**config.mk**
```make
export PLATFORM = sky130hd
export DESIGN_NAME = tangent_drive_step_rate_generator_core
export DESIGN_NICKNAME = d
export VERILOG_FILES = /design/src/design/tdsrg_pkg.sv /design/src/design/tangent_drive_step_rate_generator_core.sv
export SDC_FILE = /design/constraint.sdc
export NUM_CORES = 2
export LEC_CHECK = 0
export BUFFER_PORTS_ARGS = -buffer_cell sky130_fd_sc_hd__clkbuf_2
export CORE_MARGIN = 5
export CORE_UTILIZATION = 46
export DETAILED_ROUTE_END_ITERATION = 12
export RECOVER_POWER = 100
export SETUP_SLACK_MARGIN = 0.05
export SLEW_MARGIN = 20
export SYNTH_ARGS = -nofsm -noshare
export SYNTH_HDL_FRONTEND = slang
export SYNTH_SLANG_ARGS = --single-unit
```
**constraint.sdc**
```tcl
create_clock -name clk -period 25.2 [get_ports clk]
set_clock_uncertainty 0.05 [all_clocks]
set_input_delay 2.52 -clock clk [delete_from_list [all_inputs] [get_ports clk]]
set_output_delay 2.52 -clock clk [all_outputs]
set_load 0.02 [all_outputs]
```
**src/design/tdsrg_pkg.sv**
```systemverilog
// package for the tangent drive step rate generator
// holds state codes, register indexes, fixed constants and the cordic angle table
// no dependencies
package tdsrg_pkg;

  typedef enum logic [14:0] {
    ST_IDLE  = 15'b000000000000001,
    ST_ANG   = 15'b000000000000010,
    ST_RAD0  = 15'b000000000000100,
    ST_RAD1  = 15'b000000000001000,
    ST_CINIT = 15'b000000000010000,
    ST_CORD  = 15'b000000000100000,
    ST_CEND  = 15'b000000001000000,
    ST_DIV   = 15'b000000010000000,
    ST_EXT0  = 15'b000000100000000,
    ST_EXT1  = 15'b000001000000000,
    ST_EXTF  = 15'b000010000000000,
    ST_STM0  = 15'b000100000000000,
    ST_STM1  = 15'b001000000000000,
    ST_SDIV  = 15'b010000000000000,
    ST_FIN   = 15'b100000000000000
  } state_t;

  typedef enum logic [1:0] {
    DK_TAN = 2'd0,
    DK_RPM = 2'd1,
    DK_STP = 2'd2
  } div_kind_t;

  localparam logic [1:0] REG_HINGE = 2'd0;
  localparam logic [1:0] REG_PITCH = 2'd1;
  localparam logic [1:0] REG_SPR   = 2'd2;

  localparam logic [19:0] HINGE_RST = 20'd287000;
  localparam logic [13:0] PITCH_RST = 14'd1250;
  localparam logic [15:0] SPR_RST   = 16'd200;

  localparam logic [27:0] RATE_Q24    = 28'd4205788;
  localparam logic [27:0] DEG2RAD_Q32 = 28'd74961321;
  localparam int          CORDIC_ITERS = 28;
  localparam logic [39:0] EXT_MAX   = 40'hFF_FFFF_FFFF;
  localparam logic [31:0] RPM_MAX   = 32'hFFFF_FFFF;
  localparam logic [30:0] STEPS_MAX = 31'h7FFF_FFFF;

  function automatic logic [29:0] atan_q30(input logic [4:0] idx);
    logic [29:0] v;
    case (idx)
      5'd0:    v = 30'd843314856;
      5'd1:    v = 30'd497837829;
      5'd2:    v = 30'd263043836;
      5'd3:    v = 30'd133525158;
      5'd4:    v = 30'd67021686;
      5'd5:    v = 30'd33543515;
      5'd6:    v = 30'd16775850;
      5'd7:    v = 30'd8388437;
      5'd8:    v = 30'd4194282;
      5'd9:    v = 30'd2097149;
      5'd10:   v = 30'd1048575;
      5'd11:   v = 30'd524287;
      5'd12:   v = 30'd262143;
      5'd13:   v = 30'd131071;
      5'd14:   v = 30'd65535;
      5'd15:   v = 30'd32767;
      5'd16:   v = 30'd16383;
      5'd17:   v = 30'd8191;
      5'd18:   v = 30'd4095;
      5'd19:   v = 30'd2047;
      5'd20:   v = 30'd1023;
      5'd21:   v = 30'd511;
      5'd22:   v = 30'd255;
      5'd23:   v = 30'd127;
      5'd24:   v = 30'd63;
      5'd25:   v = 30'd31;
      5'd26:   v = 30'd15;
      5'd27:   v = 30'd7;
      default: v = 30'd0;
    endcase
    return v;
  endfunction

endpackage

```
**src/design/tangent_drive_step_rate_generator_core.sv**
```systemverilog
// tangent drive step rate generator, top level
// sequencer around one shared multiplier, cordic stage and restoring divider
// depends on tdsrg_pkg
//
//  channel | ports                                   | direction
//  --------+-----------------------------------------+----------
//  in      | in_valid, in_stall, in_restart          | input transaction
//  out     | out_valid, out_stall, out_* result      | result transaction
//  cfg     | cfg_we, cfg_index, cfg_data             | register write
//
// one transaction runs 28 cordic iterations, a 65-step divide for the tangent and two
// 40-step divides for the rates, on the single restoring divider and the single
// 28x28 multiplier
// in_stall is high from acceptance until the result moves to the output register
// a new transaction is taken while a result still waits on out_stall
// reset is synchronous active low and loads the register defaults
module tangent_drive_step_rate_generator_core #(
  parameter int MAX_MINUTES = 256
) (
  input  logic        clk,
  input  logic        rst_n,
  input  logic        in_valid,
  output logic        in_stall,
  input  logic        in_restart,
  output logic        out_valid,
  input  logic        out_stall,
  output logic [8:0]  out_minute,
  output logic [30:0] out_angle_deg_q24,
  output logic [39:0] out_extension_um_q16,
  output logic [31:0] out_rod_rpm_q16,
  output logic [30:0] out_steps_per_minute,
  output logic        out_limit_reached,
  input  logic        cfg_we,
  input  logic [1:0]  cfg_index,
  input  logic [19:0] cfg_data
);
  import tdsrg_pkg::*;

  localparam logic [8:0] MaxMin = 9'(MAX_MINUTES);

  state_t      state_r;
  div_kind_t   kind_r;
  logic [19:0] hinge_r;
  logic [13:0] pitch_r;
  logic [15:0] spr_r;
  logic [8:0]  mc_r;
  logic [39:0] prev_r;
  logic [30:0] angle_r;
  logic [76:0] acc_r;
  logic signed [33:0] x_r, y_r, z_r;
  logic [4:0]  it_r;
  logic [64:0] num_r, q_r;
  logic [33:0] dvs_r, rem_r;
  logic [6:0]  cnt_r;
  logic        sat_r;
  logic [39:0] ext_r, delta_r;
  logic [31:0] rpm_r;

  logic        ov_r;
  logic [8:0]  om_r;
  logic [30:0] oang_r, ostp_r;
  logic [39:0] oext_r;
  logic [31:0] orpm_r;
  logic        olim_r;

  logic [27:0] mul_a, mul_b;
  logic [55:0] prod;
  logic [34:0] rem2;
  logic        ge;
  logic signed [33:0] dx, dy, at;
  logic [39:0] ext_v, delta_v;
  logic        out_free, accept;
  logic [32:0] uy;

  assign accept   = in_valid && (state_r == ST_IDLE);
  assign in_stall = (state_r != ST_IDLE);
  assign out_free = !ov_r || !out_stall;

  always_comb begin
    mul_a = '0;
    mul_b = '0;
    case (state_r)
      ST_ANG: begin
        mul_a = {19'd0, mc_r};
        mul_b = RATE_Q24;
      end
      ST_RAD0: begin
        mul_a = {12'd0, acc_r[15:0]};
        mul_b = DEG2RAD_Q32;
      end
      ST_RAD1: begin
        mul_a = {13'd0, angle_r[30:16]};
        mul_b = DEG2RAD_Q32;
      end
      ST_EXT0: begin
        mul_a = {8'd0, hinge_r};
        mul_b = q_r[27:0];
      end
      ST_EXT1: begin
        mul_a = {8'd0, hinge_r};
        mul_b = q_r[55:28];
      end
      ST_STM0: begin
        mul_a = {8'd0, delta_r[19:0]};
        mul_b = {12'd0, spr_r};
      end
      ST_STM1: begin
        mul_a = {8'd0, delta_r[39:20]};
        mul_b = {12'd0, spr_r};
      end
      default: begin
        mul_a = '0;
        mul_b = '0;
      end
    endcase
  end

  assign prod = mul_a * mul_b;

  assign rem2 = {rem_r, num_r[64]};
  assign ge   = rem2 >= {1'b0, dvs_r};

  assign dx = y_r >>> it_r;
  assign dy = x_r >>> it_r;
  assign at = 34'(atan_q30(it_r));
  assign uy = (y_r > 0) ? y_r[32:0] : 33'd0;

  always_comb begin
    if (sat_r || (acc_r[76:56] != '0)) begin
      ext_v = EXT_MAX;
    end else begin
      ext_v = acc_r[55:16];
    end
    delta_v = (ext_v > prev_r) ? (ext_v - prev_r) : 40'd0;
  end

  always_ff @(posedge clk) begin
    if (!rst_n) begin
      state_r <= ST_IDLE;
      hinge_r <= HINGE_RST;
      pitch_r <= PITCH_RST;
      spr_r   <= SPR_RST;
      mc_r    <= '0;
      prev_r  <= '0;
      ov_r    <= 1'b0;
      kind_r  <= DK_TAN;
      sat_r   <= 1'b0;
      cnt_r   <= '0;
      it_r    <= '0;
    end else begin
      if (cfg_we) begin
        case (cfg_index)
          REG_HINGE: hinge_r <= cfg_data;
          REG_PITCH: pitch_r <= cfg_data[13:0];
          REG_SPR:   spr_r   <= cfg_data[15:0];
          default: ;
        endcase
      end
      if (ov_r && !out_stall && !((state_r == ST_FIN) && out_free)) begin
        ov_r <= 1'b0;
      end
      case (state_r)
        ST_IDLE: begin
          if (accept) begin
            if (in_restart) begin
              mc_r   <= 9'd1;
              prev_r <= '0;
            end else if (mc_r < MaxMin) begin
              mc_r <= mc_r + 9'd1;
            end
            state_r <= ST_ANG;
          end
        end
        ST_ANG: begin
          acc_r   <= {21'd0, prod};
          state_r <= ST_RAD0;
        end
        ST_RAD0: begin
          angle_r <= acc_r[30:0];
          acc_r   <= {21'd0, prod};
          state_r <= ST_RAD1;
        end
        ST_RAD1: begin
          acc_r   <= acc_r + {5'd0, prod, 16'd0};
          state_r <= ST_CINIT;
        end
        ST_CINIT: begin
          x_r     <= 34'sd1073741824;
          y_r     <= '0;
          z_r     <= $signed({1'b0, acc_r[58:26]});
          it_r    <= '0;
          state_r <= ST_CORD;
        end
        ST_CORD: begin
          if (z_r >= 0) begin
            x_r <= x_r - dx;
            y_r <= y_r + dy;
            z_r <= z_r - at;
          end else begin
            x_r <= x_r + dx;
            y_r <= y_r - dy;
            z_r <= z_r + at;
          end
          it_r <= it_r + 5'd1;
          if (it_r == 5'(CORDIC_ITERS - 1)) begin
            state_r <= ST_CEND;
          end
        end
        ST_CEND: begin
          sat_r  <= (x_r <= 0);
          num_r  <= {uy, 32'd0};
          dvs_r  <= x_r;
          rem_r  <= '0;
          q_r    <= '0;
          cnt_r  <= 7'd65;
          kind_r <= DK_TAN;
          if (x_r <= 0) begin
            state_r <= ST_EXT0;
          end else begin
            state_r <= ST_DIV;
          end
        end
        ST_DIV: begin
          num_r <= {num_r[63:0], 1'b0};
          rem_r <= ge ? 34'(rem2 - {1'b0, dvs_r}) : rem2[33:0];
          q_r   <= {q_r[63:0], ge};
          cnt_r <= cnt_r - 7'd1;
          if (cnt_r == 7'd1) begin
            case (kind_r)
              DK_TAN:  state_r <= ST_EXT0;
              DK_RPM:  state_r <= ST_STM0;
              DK_STP:  state_r <= ST_FIN;
              default: state_r <= ST_FIN;
            endcase
          end
        end
        ST_EXT0: begin
          if ((hinge_r != '0) && (q_r[64:56] != '0)) begin
            sat_r <= 1'b1;
          end
          acc_r   <= {21'd0, prod};
          state_r <= ST_EXT1;
        end
        ST_EXT1: begin
          acc_r   <= acc_r + {1'b0, prod[47:0], 28'd0};
          state_r <= ST_EXTF;
        end
        ST_EXTF: begin
          ext_r   <= ext_v;
          delta_r <= delta_v;
          if (pitch_r == '0) begin
            rpm_r   <= RPM_MAX;
            q_r     <= {34'd0, STEPS_MAX};
            state_r <= ST_FIN;
          end else begin
            num_r   <= {delta_v, 25'd0};
            dvs_r   <= {20'd0, pitch_r};
            rem_r   <= '0;
            q_r     <= '0;
            cnt_r   <= 7'd40;
            kind_r  <= DK_RPM;
            state_r <= ST_DIV;
          end
        end
        ST_STM0: begin
          rpm_r   <= (q_r[39:32] != '0) ? RPM_MAX : q_r[31:0];
          acc_r   <= {21'd0, prod};
          state_r <= ST_STM1;
        end
        ST_STM1: begin
          acc_r   <= acc_r + {1'b0, prod, 20'd0};
          state_r <= ST_SDIV;
        end
        ST_SDIV: begin
          num_r   <= {acc_r[55:16], 25'd0};
          rem_r   <= '0;
          q_r     <= '0;
          cnt_r   <= 7'd40;
          kind_r  <= DK_STP;
          state_r <= ST_DIV;
        end
        ST_FIN: begin
          if (out_free) begin
            ov_r    <= 1'b1;
            om_r    <= mc_r;
            oang_r  <= angle_r;
            oext_r  <= ext_r;
            orpm_r  <= rpm_r;
            ostp_r  <= (q_r[64:31] != '0) ? STEPS_MAX : q_r[30:0];
            olim_r  <= (mc_r == MaxMin);
            prev_r  <= ext_r;
            sat_r   <= 1'b0;
            state_r <= ST_IDLE;
          end
        end
        default: state_r <= ST_IDLE;
      endcase
    end
  end

  assign out_valid            = ov_r;
  assign out_minute           = om_r;
  assign out_angle_deg_q24    = oang_r;
  assign out_extension_um_q16 = oext_r;
  assign out_rod_rpm_q16      = orpm_r;
  assign out_steps_per_minute = ostp_r;
  assign out_limit_reached    = olim_r;

endmodule

```
; ---- After elaboration in Yosys (flattened, before gate mapping)
; Memory sizes are Yosys's and may differ from the RTL's. A register that Yosys moved wholly into a read port is not among the register bits.
; Cells that the tools add are included.
[op_classes]
reduce_logical = 52
mul = 1
n_mux = 51
n_lt_le_gt_ge = 6
eq_ne = 30
addsub = 14
n_shift = 2
[ops]
columns = op, count
row1 = $pmux W77 S4, 1
row2 = $pmux W34 S2, 4
row3 = $pmux W65 S4, 1
row4 = $pmux W15 S15, 1
row5 = $mux W34, 6
row6 = $mux W40, 5
row7 = $pmux W65 S3, 1
row8 = $add A77 B76 Y77, 2
row9 = $pmux W28 S5, 1
row10 = $pmux W20 S6, 1
row11 = $pmux W34 S3, 1
row12 = $sub A34 B34 Y34, 3
row13 = $pmux W40 S2, 1
row14 = $add A77 B72 Y77, 1
row15 = $mux W15, 5
row16 = $add A34 B34 Y34, 2
row17 = $sshr A34 B5 Y34, 2
row18 = $mux W65, 1
row19 = $mux W32, 2
row20 = $pmux W32 S2, 1
row21 = $mul A28 B28 Y56, 1
row22 = $gt A40 B40 Y1, 1
row23 = $sub A40 B40 Y40, 1
row24 = $ge A35 B34 Y1, 1
row25 = other kinds (61), 110
[word_totals]
rom_bits = 960
inputBits = 28
mem_count = 1
elab_cells = 186
reg_bits = 794
[memory_table]
columns = memory, depth, word_bits, read_ports, rd_ports_with_merged_regs, wr, line
row1 = (no name shown), 32, 30, 1, 1, 0, tdsrg_pkg.sv:47  ; case (idx)

; ---- Logic depth before layout (Yosys ltp)
[logic_depth]
word_depth = 8
mapped_depth = 53
depth_no_buf = 48

; ---- Worst setup path after synthesis
; Ideal clock, no wire load.
[synth_path]
path_type = flip-flop to flip-flop
from = reg state_r[4]
to = reg acc_r[65], data pin
path_slack_ns = 12.836
synth_period_minus_slack_ns = 12.364
arrival_time_ns = 12.060
n_path_buf = 5
stages_incl_launch_ff = 52
path_cell_list = dfxtp_1 > or3_1 > nor3_1 > and3_1 > nand2_1 > nor3b_1 > clkbuf_1 > clkbuf_1 > clkbuf_1 > a22oi_1 > nand4_1 > clkbuf_1 > nand2_1 > fa_1 > inv_1 > fa_1 > inv_1 > fa_1 > [... 16 more ...] > o21ai_0 > a21o_1 > a21oi_1 > xnor2_1 > ha_1 > clkbuf_1 > nand4_1 > nor2_1 > a221oi_1 > nand2_1 > a2111oi_0 > o21ai_0 > a31o_2 > a2111oi_0 > o31ai_1 > xnor2_1 > o22ai_1 > a21o_1
[synth_via]
elab_chain_len = 6
[synth_rtl]
columns = item, line
row1 = from (decl), tangent_drive_step_rate_generator_core.sv:41  ; state_t state_r;
row2 = from (signal assigned), tangent_drive_step_rate_generator_core.sv:139  ; state_r <= ST_IDLE;
row3 = from (signal assigned), tangent_drive_step_rate_generator_core.sv:171  ; state_r <= ST_ANG;
row4 = from (signal assigned), tangent_drive_step_rate_generator_core.sv:176  ; state_r <= ST_RAD0;
row5 = $eq A15 B9 Y1 (tied with other cells), "tangent_drive_step_rate_generator_core.sv:82, tangent_drive_step_rate_generator_core.sv:162"
row6 = $reduce_or A2 Y1 (no line), n/a
row7 = $pmux W20 S6 / $pmux W28 S5 (equally long branches), tangent_drive_step_rate_generator_core.sv:82  ; case (state_r)
row8 = $mul A28 B28 Y56, tangent_drive_step_rate_generator_core.sv:118  ; assign prod = mul_a * mul_b;
row9 = $add A77 B76 Y77 (tied with other cells), tangent_drive_step_rate_generator_core.sv:271  ; acc_r <= acc_r + {1'b0, prod, 20'd0};
row10 = $pmux W77 S4 *, tangent_drive_step_rate_generator_core.sv:162  ; case (state_r)
row11 = to (signal assigned), tangent_drive_step_rate_generator_core.sv:175  ; acc_r <= {21'd0, prod};
row12 = to (signal assigned), tangent_drive_step_rate_generator_core.sv:267  ; acc_r <= {21'd0, prod};
row13 = to (signal assigned), tangent_drive_step_rate_generator_core.sv:271
row14 = to (decl), tangent_drive_step_rate_generator_core.sv:49  ; logic [76:0] acc_r;
; Mark *: on every way between the ends. The rest lies on a longest branch, timed or not.
; A chain may end at the register's enable or synchronous reset.

; ---- Worst setup path after layout
[layout_path]
from = reg state_r[14]
to = reg acc_r[65], data pin
; Same word-level chain as after synthesis.

==> run metrics <==
Setup crit end kind=flop; die width=409 um; failing checks=max-capacitance violations, max-slew violations; WL final=258 mm; post-synth top area cell=edfxtp_1; synthesized area=73300 um^2; setup bufs post-CTS=0; CTS sink count=799; Critical path buffers and inverters=10; Reg2Reg Depth=48; pins over their slew limit=1364; status=finished, violations left; fmax=0.0641 GHz; GP Congestion=0.965; # port buffers=173; global route total overflow=0; Reg2Reg Launch Point=state_r[14]; Slew @ Worst Pin=4.57 ns; clock latency on the worst-skew pair=0.74 ns; most common cell in the netlist=nand2_1; critical path's slowest cell=clkbuf_1; Slew HR=-2.05; Yosys top cell area share=0.262; Hold Path Class=flop to flop; R2R setup slack=9.60 ns; Post-Place Cell Area=76400 um^2; CTS tree=yes; synth unique cells=94; Setup WS post-layout=9.60 ns; sequential share of the synthesized area=0.306; syn_area_per_cell=9.23 um^2; Pleak=0.0330 uW; ys flop type=edfxtp_1; FF-to-FF End=acc_r[65]; top cells by count, synth=1080 x nand2_1, 743 x inv_1, 642 x nor2_1; CTS Buf Count=93; initial antenna violation count=15; top cells by area, synth=edfxtp_1 26%, fa_1 13%, ha_1 8.7%, nand2_1 5.5%, dfxtp_1 4.4%; Critical Path AT=16.03 ns; Starting Density=0.463; Root Driver=clkbuf_16; Post-synth EDFFs=639; CP top delay family=compound AO/OA/AOI/OAI gates; DRC viols=0; Die ar.=167000 um^2; drt first pass iters=10; GRT Total Usage=0.300; Finished Cell Area=79100 um^2; Die Ht=409 um; CP Class=flop to flop; Core Area=158000 um^2; initial DRC count=7582; FP Rows=146; Setup TNS=0 ns; Setup WS pre-CTS=11.55 ns; Hold Vio Cnt, Final=0; Synth Register Bits=799; post-CTS resize count=0; top-level I/O count=174; hold path startpoint=rpm_r[15]; fraction of final layout cells sized beyond drive strength 1=0.0611; layout filler cell count=14900; Peak VDD IR=63.5 uV; largest net degree at the start of global routing=86; Post-Syn Nets=8946; Bufs on Longest Clock Path=3; vias in the first global route=60000; unrepaired setup endpoints after global routing=false; WL/cell=25.5 um; PD cells=37.9 nW/um^2; Post-synth ARST share=0; first-pass GRT wire length=385 mm; final setup fails=0; DRT antenna net count=0; synthesis-to-finish area growth=8.03%; crit start category=flop; HPWL after DPL=194 mm; Clock transition at path regs=0.06 ns; Worst Hold Path EP=out_rod_rpm_q16[15]; Worst Hold Depth=0; Total Power=3000 uW; CP Max Fanout=30; Max Cap Viol=29; NumNets Final=8971; yosys warns=0; H-tree depth=3; Critical Path RT=25.63 ns; Vias per Instance=6.15; largest stage delay on the critical path=1.14 ns; cts hold-fix bufs=0; Gate Count Post-Synth=7933; post-layout min period=15.60 ns; final period utilization=0.619; via count=62200
power breakdown:
part	total, uW	internal (uW)	switching (uW)
registers	1440	1420	19.6
logic	133	36.4	96.2
clock network	1430	823	607
cells by family (layout without fill, tap and decap cells):
group                      Yosys count  after routing  synth area share
xor gates and xnor gates           415            415            0.0496
DFF                                799            799             0.306
buffers and inverters             1127           1232            0.0596
other                                0              8                 0
muxes                              202            202            0.0440
AOI/OAI and AO/OA                 1782           1782             0.161
and+or+nand+nor                   2623           2623             0.164
adders and majority gates          985            985             0.217
cells in the final DEF (no fill, tap or decap), types with 138 or more instances in the layout:
cell      count
a21o_1      235
a21oi_1     491
clkbuf_1    217
dfxtp_1     157
edfxtp_1    639
fa_1        474
ha_1        511
inv_1       743
nand2_1    1080
nand3_1     138
nor2_1      638
o21ai_0     343
xnor2_1     225
xor2_1      190
routing by layer:
layer | part of all wire | track usage | up-vias
li1 | - | - | 27900
met1 | 0.44 | 0.443 | 30500
met2 | 0.42 | 0.438 | 3252
met3 | 0.11 | 0.0658 | 484
met4 | 0.035 | 0.0946 | 8
met5 | 0.00041 | 0 | -
worst max path at each step:
stage	startpoint	to	slack (ns)	depth (start not counted)
6_report	state_r[14]	acc_r[65]	9.60	48
2_1_floorplan	state_r[4]	acc_r[65]	12.84	51
3_5_place_dp	state_r[4]	acc_r[65]	11.55	47
3_3_place_gp	state_r[10]	acc_r[65]	11.77	47
4_1_cts	state_r[4]	acc_r[65]	11.48	47
5_1_grt	state_r[14]	acc_r[65]	8.75	48
flip-flops by register name, indices dropped and copies added (netlist names), 9 cells and up:
name                  count
y_r                      34
pitch_r                  14
at                       30
out_minute                9
angle_r                  31
delta_r                  40
out_angle_deg_q24        31
out_steps_per_minute     31
out_extension_um_q16     40
out_rod_rpm_q16          32
rem_r                    34
prev_r                   40
num_r                    40
rpm_r                    32
x_r                      34
z_r                      34
dvs_r                    34
state_r                  15
ext_r                    40
spr_r                    16
acc_r                    77
mc_r                      9
q_r                      65
hinge_r                  20
worst register-to-register path: cells and delay by family (launching register included):
kind                     cells  cell delay, ns
XOR/XNOR                     2            0.36
buffers and inverters       10            2.93
adder cells (fa/ha/maj)      9            4.45
flip-flops                   1            0.36
AO/OA/AOI/OAI               16            4.95
AND/OR/NAND/NOR             11            2.30
layout make-up:
class	instances	area, um^2	share of cell area
diodes	8	20.0	0.000253
clock buffers	126	2620	0.0331
clock inverters	49	588	0.00743
inverters	747	2810	0.0354
multi-input cells	6007	46600	0.589
flip-flops and latches	799	22400	0.283
well taps	2072	2590	0.0328
repair buffers	310	1520	0.0192
per-stage QoR:
stage	instances	utilization	hold WS [ns]
final	10100	0.500	0.367
after global routing	10100	0.500	0.373
after CTS	10100	0.502	0.360
after detailed placement	9932	0.482	0.355
after global placement	9930	0.482	0.352
after floorplan	7933	-	0.350
Power figures use the tool's default switching activity.
